[src/rtl/cte_pkg.sv]
`timescale 1ns / 1ps
// ----------------------------------------------------------------------------
// cte_pkg
// Shared codes and types of the connection table engine: operation and
// status codes, the scan item that travels down the cell chain and the
// write command that the controller sends to every cell.
// ----------------------------------------------------------------------------
package cte_pkg;

  localparam int DEF_TABLE_DEPTH = 16;

  // operation codes
  localparam logic [1:0] FN_ADD    = 2'd0;
  localparam logic [1:0] FN_REMOVE = 2'd1;
  localparam logic [1:0] FN_UPDATE = 2'd2;
  localparam logic [1:0] FN_QUERY  = 2'd3;

  // status codes
  localparam logic [3:0] STAT_ADDED    = 4'd0;
  localparam logic [3:0] STAT_DUP_ADDR = 4'd1;
  localparam logic [3:0] STAT_DUP_SOCK = 4'd2;
  localparam logic [3:0] STAT_FULL     = 4'd3;
  localparam logic [3:0] STAT_REMOVED  = 4'd4;
  localparam logic [3:0] STAT_UPDATED  = 4'd5;
  localparam logic [3:0] STAT_MISSING  = 4'd6;
  localparam logic [3:0] STAT_FOUND    = 4'd7;
  localparam logic [3:0] STAT_ABSENT   = 4'd8;

  // write command kinds
  localparam logic [1:0] WR_APPEND = 2'd0;
  localparam logic [1:0] WR_MOVE   = 2'd1;
  localparam logic [1:0] WR_PORT   = 2'd2;

  // scan item handed from cell to cell
  typedef struct packed {
    logic        valid;
    logic [1:0]  func;
    logic [15:0] socket_id;
    logic [31:0] address;
    logic [15:0] port_number;
    logic        decided;
    logic        addr_hit;
    logic [15:0] last_socket;
    logic [31:0] last_address;
    logic [15:0] last_port;
  } tok_t;

  // write command broadcast to the cells
  typedef struct packed {
    logic        en;
    logic [1:0]  mode;
    logic [15:0] socket_id;
    logic [31:0] address;
    logic [15:0] port_number;
  } wr_t;

endpackage

[src/rtl/cte_cell.sv]
`timescale 1ns / 1ps
// ----------------------------------------------------------------------------
// cte_cell
// One table entry. Compares its entry against the passing scan item, marks
// the first match, hands the item on to the next cell and applies writes.
// ----------------------------------------------------------------------------
module cte_cell
  import cte_pkg::*;
#(
  parameter int TABLE_DEPTH = DEF_TABLE_DEPTH,
  parameter int IDX         = 0,
  localparam int CW         = $clog2(TABLE_DEPTH + 1)
) (
  input  logic          clk_i,
  input  logic          rst_ni,
  input  logic [CW-1:0] count_i,
  input  wr_t           wr_i,
  input  tok_t          tok_i,
  output tok_t          tok_o
);

  logic [15:0] ent_sock_q;
  logic [31:0] ent_addr_q;
  logic [15:0] ent_port_q;
  logic        hit_q, hit_d;
  tok_t        tok_q, tok_d;
  logic        in_use, is_last, addr_eq, sock_eq;
  logic        wr_all, wr_port;

  assign in_use  = CW'(IDX) < count_i;
  assign is_last = CW'(IDX + 1) == count_i;
  assign addr_eq = in_use && (ent_addr_q == tok_i.address) &&
                   (ent_port_q == tok_i.port_number);
  assign sock_eq = in_use && (ent_sock_q == tok_i.socket_id);

  always_comb begin
    tok_d = tok_i;
    hit_d = 1'b0;
    if (tok_i.valid && !tok_i.decided) begin
      case (tok_i.func)
        FN_ADD: begin
          // address match of an entry wins over its socket match
          if (addr_eq) begin
            tok_d.decided  = 1'b1;
            tok_d.addr_hit = 1'b1;
            hit_d          = 1'b1;
          end else if (sock_eq) begin
            tok_d.decided = 1'b1;
            hit_d         = 1'b1;
          end
        end
        FN_REMOVE, FN_UPDATE: begin
          if (sock_eq) begin
            tok_d.decided = 1'b1;
            hit_d         = 1'b1;
          end
        end
        FN_QUERY: begin
          if (addr_eq) begin
            tok_d.decided  = 1'b1;
            tok_d.addr_hit = 1'b1;
          end
        end
        default: begin
        end
      endcase
    end
    // last valid entry rides along for a remove
    if (tok_i.valid && is_last) begin
      tok_d.last_socket  = ent_sock_q;
      tok_d.last_address = ent_addr_q;
      tok_d.last_port    = ent_port_q;
    end
  end

  always_comb begin
    wr_all  = 1'b0;
    wr_port = 1'b0;
    if (wr_i.en) begin
      case (wr_i.mode)
        WR_APPEND: wr_all  = CW'(IDX) == count_i;
        WR_MOVE:   wr_all  = hit_q;
        WR_PORT:   wr_port = hit_q;
        default: begin
        end
      endcase
    end
  end

  always_ff @(posedge clk_i or negedge rst_ni) begin
    if (!rst_ni) begin
      tok_q <= '0;
      hit_q <= 1'b0;
    end else begin
      tok_q <= tok_d;
      if (tok_i.valid) begin
        hit_q <= hit_d;
      end
    end
  end

  always_ff @(posedge clk_i) begin
    if (wr_all) begin
      ent_sock_q <= wr_i.socket_id;
      ent_addr_q <= wr_i.address;
    end
    if (wr_all || wr_port) begin
      ent_port_q <= wr_i.port_number;
    end
  end

  assign tok_o = tok_q;

endmodule

[src/rtl/cte_ctrl.sv]
`timescale 1ns / 1ps
// ----------------------------------------------------------------------------
// cte_ctrl
// Sequencer of the table: launches an item into the cell chain, collects it
// at the far end, decides the status, issues the write and holds the result.
// ----------------------------------------------------------------------------
module cte_ctrl
  import cte_pkg::*;
#(
  parameter int TABLE_DEPTH = DEF_TABLE_DEPTH,
  localparam int CW         = $clog2(TABLE_DEPTH + 1)
) (
  input  logic          clk_i,
  input  logic          rst_ni,
  input  logic          in_valid_i,
  output logic          in_stall_o,
  input  logic [1:0]    func_i,
  input  logic [15:0]   socket_id_i,
  input  logic [31:0]   address_i,
  input  logic [15:0]   port_number_i,
  output tok_t          tok_o,
  input  tok_t          tok_i,
  output wr_t           wr_o,
  output logic [CW-1:0] count_o,
  output logic          out_valid_o,
  input  logic          out_stall_i,
  output logic [3:0]    status_o,
  output logic          close_socket_o,
  output logic [4:0]    entry_count_o
);

  localparam logic [1:0] S_IDLE   = 2'd0;
  localparam logic [1:0] S_SCAN   = 2'd1;
  localparam logic [1:0] S_COMMIT = 2'd2;

  logic [1:0]    state_q, state_d;
  logic [CW-1:0] count_q, count_d;
  tok_t          launch_q, fin_q;
  logic          out_valid_q;
  logic [3:0]    status_q, status_d;
  logic          close_q, close_d;
  logic [4:0]    out_count_q;
  logic          accept, commit;

  assign in_stall_o = state_q != S_IDLE;
  assign accept     = in_valid_i && !in_stall_o;
  assign commit     = (state_q == S_COMMIT) && (!out_valid_q || !out_stall_i);

  always_comb begin
    state_d = state_q;
    case (state_q)
      S_IDLE:   if (accept) state_d = S_SCAN;
      S_SCAN:   if (tok_i.valid) state_d = S_COMMIT;
      S_COMMIT: if (commit) state_d = S_IDLE;
      default:  state_d = S_IDLE;
    endcase
  end

  always_comb begin
    status_d          = STAT_ABSENT;
    close_d           = 1'b0;
    count_d           = count_q;
    wr_o.en           = 1'b0;
    wr_o.mode         = WR_APPEND;
    wr_o.socket_id    = fin_q.socket_id;
    wr_o.address      = fin_q.address;
    wr_o.port_number  = fin_q.port_number;
    case (fin_q.func)
      FN_ADD: begin
        if (fin_q.decided) begin
          status_d = fin_q.addr_hit ? STAT_DUP_ADDR : STAT_DUP_SOCK;
          close_d  = fin_q.addr_hit;
        end else if (count_q == CW'(TABLE_DEPTH)) begin
          status_d = STAT_FULL;
          close_d  = 1'b1;
        end else begin
          status_d = STAT_ADDED;
          wr_o.en  = commit;
          count_d  = count_q + CW'(1);
        end
      end
      FN_REMOVE: begin
        if (fin_q.decided) begin
          status_d         = STAT_REMOVED;
          wr_o.en          = commit;
          wr_o.mode        = WR_MOVE;
          wr_o.socket_id   = fin_q.last_socket;
          wr_o.address     = fin_q.last_address;
          wr_o.port_number = fin_q.last_port;
          count_d          = count_q - CW'(1);
        end else begin
          status_d = STAT_MISSING;
        end
      end
      FN_UPDATE: begin
        if (fin_q.decided) begin
          status_d  = STAT_UPDATED;
          wr_o.en   = commit;
          wr_o.mode = WR_PORT;
        end else begin
          status_d = STAT_MISSING;
        end
      end
      FN_QUERY: status_d = fin_q.decided ? STAT_FOUND : STAT_ABSENT;
      default:  status_d = STAT_ABSENT;
    endcase
  end

  always_ff @(posedge clk_i or negedge rst_ni) begin
    if (!rst_ni) begin
      state_q     <= S_IDLE;
      count_q     <= '0;
      out_valid_q <= 1'b0;
      launch_q    <= '0;
    end else begin
      state_q        <= state_d;
      launch_q.valid <= accept;
      if (accept) begin
        launch_q.func         <= func_i;
        launch_q.socket_id    <= socket_id_i;
        launch_q.address      <= address_i;
        launch_q.port_number  <= port_number_i;
        launch_q.decided      <= 1'b0;
        launch_q.addr_hit     <= 1'b0;
        launch_q.last_socket  <= '0;
        launch_q.last_address <= '0;
        launch_q.last_port    <= '0;
      end
      if (commit) begin
        count_q     <= count_d;
        out_valid_q <= 1'b1;
      end else if (!out_stall_i) begin
        out_valid_q <= 1'b0;
      end
    end
  end

  always_ff @(posedge clk_i) begin
    if ((state_q == S_SCAN) && tok_i.valid) begin
      fin_q <= tok_i;
    end
    if (commit) begin
      status_q    <= status_d;
      close_q     <= close_d;
      out_count_q <= 5'(count_d);
    end
  end

  assign tok_o          = launch_q;
  assign count_o        = count_q;
  assign out_valid_o    = out_valid_q;
  assign status_o       = status_q;
  assign close_socket_o = close_q;
  assign entry_count_o  = out_count_q;

endmodule

[src/rtl/connection_table_engine.sv]
`timescale 1ns / 1ps
// ----------------------------------------------------------------------------
// connection_table_engine
// Connection table of socket, address and port entries held in a chain of
// cells; add, remove, update and query each pass once down the chain.
// ----------------------------------------------------------------------------
// an item is registered at launch, walks one cell per cycle down the chain,
// is captured at the far end, and its result is registered at the write-back
// the input stays stalled from the accepting edge until the write-back
// a new item is taken while the previous result still waits on a stall
// reset empties the table at once (count to zero); no clearing pass
module connection_table_engine
  import cte_pkg::*;
#(
  parameter int TABLE_DEPTH = DEF_TABLE_DEPTH
) (
  input  logic        clk_i,
  input  logic        rst_ni,
  input  logic        in_valid_i,
  output logic        in_stall_o,
  input  logic [1:0]  func_i,
  input  logic [15:0] socket_id_i,
  input  logic [31:0] address_i,
  input  logic [15:0] port_number_i,
  output logic        out_valid_o,
  input  logic        out_stall_i,
  output logic [3:0]  status_o,
  output logic        close_socket_o,
  output logic [4:0]  entry_count_o
);

  localparam int CW = $clog2(TABLE_DEPTH + 1);

  tok_t          tok [TABLE_DEPTH+1];
  wr_t           wr;
  logic [CW-1:0] count;

  cte_ctrl #(
    .TABLE_DEPTH(TABLE_DEPTH)
  ) u_ctrl (
    .clk_i          (clk_i),
    .rst_ni         (rst_ni),
    .in_valid_i     (in_valid_i),
    .in_stall_o     (in_stall_o),
    .func_i         (func_i),
    .socket_id_i    (socket_id_i),
    .address_i      (address_i),
    .port_number_i  (port_number_i),
    .tok_o          (tok[0]),
    .tok_i          (tok[TABLE_DEPTH]),
    .wr_o           (wr),
    .count_o        (count),
    .out_valid_o    (out_valid_o),
    .out_stall_i    (out_stall_i),
    .status_o       (status_o),
    .close_socket_o (close_socket_o),
    .entry_count_o  (entry_count_o)
  );

  for (genvar i = 0; i < TABLE_DEPTH; i++) begin : g_cell
    cte_cell #(
      .TABLE_DEPTH(TABLE_DEPTH),
      .IDX        (i)
    ) u_cell (
      .clk_i   (clk_i),
      .rst_ni  (rst_ni),
      .count_i (count),
      .wr_i    (wr),
      .tok_i   (tok[i]),
      .tok_o   (tok[i+1])
    );
  end

endmodule

[config.mk]
export PLATFORM = sky130hd
export DESIGN_NAME = connection_table_engine
export DESIGN_NICKNAME = d
export VERILOG_FILES = /design/src/rtl/cte_pkg.sv /design/src/rtl/cte_cell.sv /design/src/rtl/cte_ctrl.sv /design/src/rtl/connection_table_engine.sv
export SDC_FILE = /design/constraint.sdc
export NUM_CORES = 2
export LEC_CHECK = 0
export ABC_AREA = 1
export BUFFER_PORTS_ARGS = -buffer_cell sky130_fd_sc_hd__buf_2
export CAP_MARGIN = 10
export CORE_ASPECT_RATIO = 0.6
export CORE_MARGIN = 2
export CORE_UTILIZATION = 43
export CTS_BUF_LIST = sky130_fd_sc_hd__clkbuf_2 sky130_fd_sc_hd__clkbuf_4 sky130_fd_sc_hd__clkbuf_8
export DETAILED_ROUTE_END_ITERATION = 8
export HOLD_SLACK_MARGIN = 0.08
export PLACE_DENSITY_LB_ADDON = 0.15
export SYNTH_ARGS = -nofsm -noshare
export SYNTH_HDL_FRONTEND = slang
export SYNTH_HIERARCHICAL = 1
export SYNTH_SLANG_ARGS = --single-unit
[constraint.sdc]
create_clock -name clk_i -period 8.45 [get_ports clk_i]
set_input_delay 1.2675 -clock clk_i [delete_from_list [all_inputs] [get_ports clk_i]]
set_output_delay 1.2675 -clock clk_i [all_outputs]
set_load 0.005 [all_outputs]
# After elaboration in Yosys (flattened, before gate mapping)
# Cells that the tools add are included.
[word_totals]
register_bits = 3385
inputBits = 70
elab_cells = 821
[op_classes]
magnitude_cmp = 16
n_reduce_logical = 155
eq_ne = 124
mux = 280
addsub = 2
[op_table]
columns = ["op", "n"]
rows = [
  ["two-way mux 64 bit", 17],
  ["equality test 16 bit", 32],
  ["equality test 32 bit", 16],
  ["two-way mux 1 bit", 148],
  ["one-hot mux 1 bit (2 select lines)", 48],
  ["logical AND 1 bit", 82],
  ["two-way mux 2 bit", 39],
  ["equality test 2 bit, second input constant", 36],
  ["two-way mux 67 bit", 1],
  ["one-hot mux 1 bit (3 select lines)", 17],
  ["equality test 4 x 5 -> 1 bit, first input constant", 8],
  ["less-than comparator 4 x 5 -> 1 bit, first input constant", 8],
  ["equality test 2 x 1 -> 1 bit, second input constant", 19],
  ["logical NOT 2 bit", 19],
  ["OR reduction 2 bit", 16],
  ["equality test 3 x 5 -> 1 bit, first input constant", 4],
  ["less-than comparator 3 x 5 -> 1 bit, first input constant", 4],
  ["logical NOT 1 bit", 18],
  ["logical OR 1 bit", 17],
  ["one-hot mux 4 bit (4 select lines)", 1],
  ["two-way mux 5 bit", 3],
  ["equality test 2 x 5 -> 1 bit, first input constant", 2],
  ["less-than comparator 1 x 5 -> 1 bit, first input constant", 2],
  ["less-than comparator 2 x 5 -> 1 bit, first input constant", 2],
  ["14 further kinds", 18],
]

# Longest topological paths before layout
[logic_depth]
word_depth = 9
mapped_depth = 14

# By module
# The synthesis kept the hierarchy.
[by_module_without_submodules]
columns = ["mod", "n_inst", "seq_area_each_um2", "area_each_um2", "cells_each"]
rows = [
  ["cte_ctrl", 1, 6140.9, 8938.6, 833],
  ["cte_cell at g_cell[7].u_cell", 1, 5275.1, 7821.3, 731],
  ["cte_cell at g_cell[15].u_cell", 1, 5275.1, 7764.9, 725],
  ["cte_cell at g_cell[10].u_cell", 1, 5275.1, 7704.9, 690],
  ["cte_cell at g_cell[4].u_cell", 1, 5275.1, 7681.1, 634],
  ["cte_cell at g_cell[12].u_cell", 1, 5275.1, 7663.6, 684],
  ["cte_cell at g_cell[2].u_cell", 1, 5275.1, 7623.6, 675],
  ["cte_cell at g_cell[1].u_cell", 1, 5275.1, 7621.1, 695],
  ["cte_cell at g_cell[11].u_cell", 1, 5275.1, 7591.0, 682],
  ["cte_cell at g_cell[9].u_cell", 1, 5275.1, 7578.5, 625],
  ["cte_cell at g_cell[14].u_cell", 1, 5275.1, 7563.5, 667],
  ["cte_cell at g_cell[13].u_cell", 1, 5275.1, 7378.3, 582],
  ["cte_cell at g_cell[6].u_cell", 1, 5275.1, 7358.3, 615],
  ["cte_cell at g_cell[3].u_cell", 1, 5275.1, 7342.0, 607],
  ["+3 rows", "-", "-", "-", "-"],
]

# Least setup slack after synthesis
# Ideal clock, no wire load.
[synth_timing]
path_type = "reg-to-reg"
start = "reg u_ctrl.count_q[0], in the netlist u_ctrl/count_o[0]"
end = "reg g_cell[0].u_cell.ent_port_q[0] (enable)"
t_arrival_ns = 7.553
t_required_ns = 8.077
slack_ns = 0.524
period_less_slack_ns = 7.926
setup_ns = 0.373
path_stages_with_launch = 9
path_buffers = 0
path_cell_list = "dfrtp_1 > inv_1 > ha_1 > a31oi_1 > nand2_1 > a21oi_1 > o21ai_0 > a211oi_1 > a41o_1"
[synth_rtl]
columns = ["element", "line", "source"]
rows = [
  ["start, declared", "cte_ctrl.sv:37", "logic [CW-1:0] count_q, count_d;"],
  ["start signal, assigned", "cte_ctrl.sv:130", "count_q <= count_d;"],
  ["end signal, assigned", "cte_cell.sv:108", "ent_port_q <= wr_i.port_number;"],
  ["end, declared", "cte_cell.sv:24", "logic [15:0] ent_port_q;"],
]

==> results.py <==
metrics = {
    "place": {
        "placed_cell_area_sq_mm": 0.1343,
        "dp_hpwl_um": 264000,
        "gp_congestion": 1.040,
        "portBuffers": 81,
        "dp_cells": 15270,
    },
    "drt": {
        "drt-initial-drc-count": 8219,
        "routed_wl_um": 357800,
        "viasPerCell": 4.890,
        "drc": 0,
        "wl_per_cell_um": 22.10,
        "vias": 79170,
        "ant_nets": 0,
        "first_pass_iters": 9,
    },
    "clock_tree": {
        "cts_resized": 0,
        "postCtsSetupBuffers": 0,
        "htree_levels": 5,
        "clk_path_buf_depth": 4,
        "clk_latency_ps": 1080,
        "cts_hold_buf": 0,
        "clock-sinks": 3385,
        "clockRootBuffer": "clkbuf_8",
        "cts_tree": "built",
        "clk_pin_slew_ps": 70,
        "cts_made_buffers": 487,
    },
    "critical_path": {
        "critPathMaxStageDelay_ps": 870,
        "path_max_fanout": 37,
        "cp.required_ps": 9120,
        "crit_family": "compound AO/OA/AOI/OAI gates",
        "cp-end-kind": "flop",
        "crit_buf_inv": 3,
        "setup.worst_path.start_class": "flop",
        "cp_cell_sequence": "inv_1, ha_1, nand2_2, clkinv_2, nor2_1, a21oi_4, buf_4, o21ai_0, a211oi_4, a41o_1",
        "critPathKind": "flop to flop",
        "cpMaxStageDelayCell": "a211oi_4",
        "cp.arrival_ps": 5870,
    },
    "run": {
        "max_cap_violations": 0,
    },
    "sta": {
        "setup_tns_ps": 0,
        "max_freq_mhz": 192.4,
        "max_slew.worst_pin.slew_ps": 1346,
        "finalHoldViolCount": 0,
        "drv_slew": 0,
        "finalCritPeriodShare": 0.6151,
        "period_minus_slack_ps": 5198,
        "maxSlewHeadroom": 0.09644,
        "finalSetupViolCount": 0,
        "grt_setup_unrepaired": "no",
        "fin_skew_ps": 61.87,
    },
    "global_routing": {
        "grt_pass1_wl_um": 519700,
        "grt-ovfl-total": 0,
        "use_met1": 0.3583,
        "met2_usage": 0.2890,
        "antenna_found_initial": 13,
        "grt_usage": 0.2317,
        "grt_pass1_vias": 79240,
        "grt_use_met3": 0.1132,
        "busiest_layer": "met1",
        "grt_max_degree": 179,
    },
    "synth": {
        "yosysWarnings": 6,
        "ys_seq_elements": 3385,
        "async_flop_share": 0.6555,
        "synth_ff_type": "dfrtp_1",
        "syn_inst": 11290,
        "yosysSeqAreaShare": 0.6991,
        "synth_edf_count": 1166,
        "syn_area_sq_mm": 0.1295,
        "ys_types": 55,
        "synth.avg_cell_area_sq_um": 11.47,
    },
    "floorplan": {
        "die_w_um": 712.5,
        "coreArea_sq_mm": 0.3004,
        "die-area_sq_mm": 0.3058,
        "num_rows": 156,
        "start_util": 0.4312,
        "io_pins": 82,
        "die_h_um": 429.1,
    },
    "layout": {
        "nNetsFinal": 11840,
        "drive_above_1_share": 0.1250,
        "final_area_sq_mm": 0.1449,
        "syn2layout_area_growth_pct": 11.85,
        "fill_cells": 26680,
        "fin_cells": 16190,
    },
    "pwr": {
        "p_seq_frac": 0.544,
        "p_leak_nw": 64.28,
        "p_per_area_mw_per_mm2": 218.5,
        "worst_ir_drop_vdd_v": 0.0001591,
        "pwr-share-comb": 0.017,
        "p_clk_frac": 0.439,
        "power_switching_mw": 6.759,
        "intPower_mw": 24.90,
        "swShare": 0.2135,
    },
    "status": {
        "status": "complete, no violations",
    },
    "worst_hold_path": {
        "hp-class": "input port to asynchronous set/reset pin",
    },
}
==> synthesized netlist by cell type (2+ instances only) <==
| cell type | n | area (sq um) |
|---|---|---|
| nor2_4 | 3 | 33.78 |
| or2_2 | 31 | 193.9 |
| dfrtp_1 | 2219 | 55530 |
| nor2_1 | 914 | 3431 |
| ha_1 | 39 | 488.0 |
| a31oi_1 | 2 | 12.51 |
| and3_1 | 7 | 43.79 |
| mux2_1 | 33 | 371.6 |
| and2_1 | 7 | 43.79 |
| nand4_1 | 44 | 275.3 |
| buf_4 | 92 | 690.7 |
| nor3_4 | 2 | 32.53 |
| nor3_1 | 30 | 150.1 |
| o21ai_2 | 2 | 17.52 |
| a211oi_1 | 4 | 30.03 |
| nand3_4 | 2 | 35.03 |
| o21ai_0 | 507 | 2537 |
| nand4_2 | 4 | 50.05 |
| a21oi_1 | 107 | 535.5 |
| nand2_2 | 3 | 18.77 |
| buf_2 | 44 | 220.2 |
| nor2b_1 | 3 | 18.77 |
| xnor2_1 | 327 | 2864 |
| nor3b_1 | 2 | 15.01 |
| inv_1 | 1387 | 5206 |
| mux2_2 | 177 | 1993 |
| nor3_2 | 3 | 30.03 |
| nand3_2 | 3 | 30.03 |
| buf_6 | 63 | 709.4 |
| nand2_1 | 3271 | 12280 |
| inv_2 | 6 | 22.52 |
| nor2_2 | 13 | 81.33 |
| nand4_4 | 3 | 63.81 |
| a21oi_2 | 10 | 87.58 |
| nor4_4 | 2 | 42.54 |
| nand3b_1 | 17 | 127.6 |
| xor2_1 | 115 | 1007 |
| edfxtp_1 | 1166 | 35010 |
| mux2_4 | 203 | 3048 |
| clkbuf_1 | 72 | 270.3 |
| nand3_1 | 200 | 1001 |
| a41o_1 | 13 | 130.1 |
| o21ai_1 | 125 | 625.6 |
==> cell usage in the layout, fill, tap and decap left out, types with 126 or more instances in the layout <==
| cell type | count |
|---|---|
| clkbuf_8 | 592 |
| edfxtp_1 | 1166 |
| xnor2_1 | 327 |
| mux2_4 | 203 |
| o21ai_1 | 126 |
| dfrtp_1 | 2214 |
| o21ai_0 | 506 |
| nand2_1 | 3270 |
| clkbuf_4 | 181 |
| nor2_1 | 911 |
| mux2_2 | 177 |
| nand3_1 | 200 |
| inv_1 | 1385 |
==> worst paths after layout <==
path                                                        from                                        end  slack [ps]  cells after the start
setup reg to reg                     u_ctrl/fin_q[131]$_DFFE_PP_  g_cell[0].u_cell/ent_port_q[13]$_DFFE_PP_        3250                     10
max in group asynchronous                                 rst_ni       g_cell[4].u_cell/tok_o[14]$_DFF_PN0_        6180                      3
setup / recovery                     u_ctrl/fin_q[131]$_DFFE_PP_  g_cell[0].u_cell/ent_port_q[13]$_DFFE_PP_        3250                     10
hold reg to reg            g_cell[7].u_cell/tok_o[126]$_DFF_PN0_      g_cell[8].u_cell/tok_o[126]$_DFF_PN0_         380                      0
min in group clk_i         g_cell[7].u_cell/tok_o[126]$_DFF_PN0_      g_cell[8].u_cell/tok_o[126]$_DFF_PN0_         380                      0
hold / removal                                            rst_ni      g_cell[15].u_cell/tok_o[54]$_DFF_PN0_         210                      1
==> per-layer routing <==
| layer | routed length, um | vias to the layer above | share of wire |
|---|---|---|---|
| met4 | 5163 | 10 | 0.014 |
| met2 | 133400 | 2667 | 0.37 |
| met1 | 172800 | 39630 | 0.48 |
| met5 | 621 | - | 0.0017 |
| met3 | 45760 | 418 | 0.13 |
| li1 | - | 36440 | - |
==> cell families after synthesis <==
kind of cell,Yosys count,synth area share
multiplexers,413,0.04179
flip-flops,3385,0.6991
buffers and inverters,1664,0.05497
AO/OA/AOI/OAI,777,0.03122
XOR/XNOR,442,0.02989
adder cells (fa/ha/maj),39,0.003768
AND/OR/NAND/NOR,4568,0.1393
other,1,0.00002895
==> power by group through the flow <==
stage	clock network, mW	registers, mW	logic [mW]
5_1_grt	15.1	17.2	0.624
4_1_cts	14.3	17.2	0.560
3_3_place_gp	0	17.6	0.544
3_5_place_dp	0	17.6	0.558
6_report	13.9	17.2	0.534
2_1_floorplan	0	17.5	0.258
==> per-stage QoR <==
stage | hold slack, ps | power [mW] | setup WS, ps | utilization
3_5_place_dp | 377.5 | 18.11 | 3091 | 0.4471
4_1_cts | 166.7 | 32.10 | 3254 | 0.4822
6_report | 205.2 | 31.66 | 3252 | 0.4823
3_3_place_gp | 369.0 | 18.10 | 3157 | 0.4471
2_1_floorplan | 353.7 | 17.77 | 523.9 | -
5_1_grt | 200.0 | 32.93 | 2947 | 0.4822
==> area by class of cell <==
cell class	count	area, sq um	share of cell area
sequential	3385	90550	0.6250
multi-input combinational	6305	32330	0.2231
clock buffer	773	9507	0.06562
inverter	1393	5230	0.03610
tap	4029	5041	0.03480
timing repair buffer	158	1161	0.008015
clock inverter	138	1033	0.007134
antenna	8	20.02	0.0001382
==> state kept, by name, indices dropped and copies added, names as in the netlist <==
register	cells
g_cell.u_cell/ent_addr_q	512
g_cell.u_cell/ent_port_q	256
g_cell.u_cell/ent_sock_q	256
g_cell.u_cell/hit_q	16
g_cell.u_cell/tok_o	2128
u_ctrl/close_socket_o	1
u_ctrl/count_o	5
u_ctrl/entry_count_o	5
u_ctrl/fin_q	132
u_ctrl/out_valid_o	1
u_ctrl/state_q	2
u_ctrl/status_o	4
u_ctrl/tok_o	67
Power figures use the tool's default switching activity.
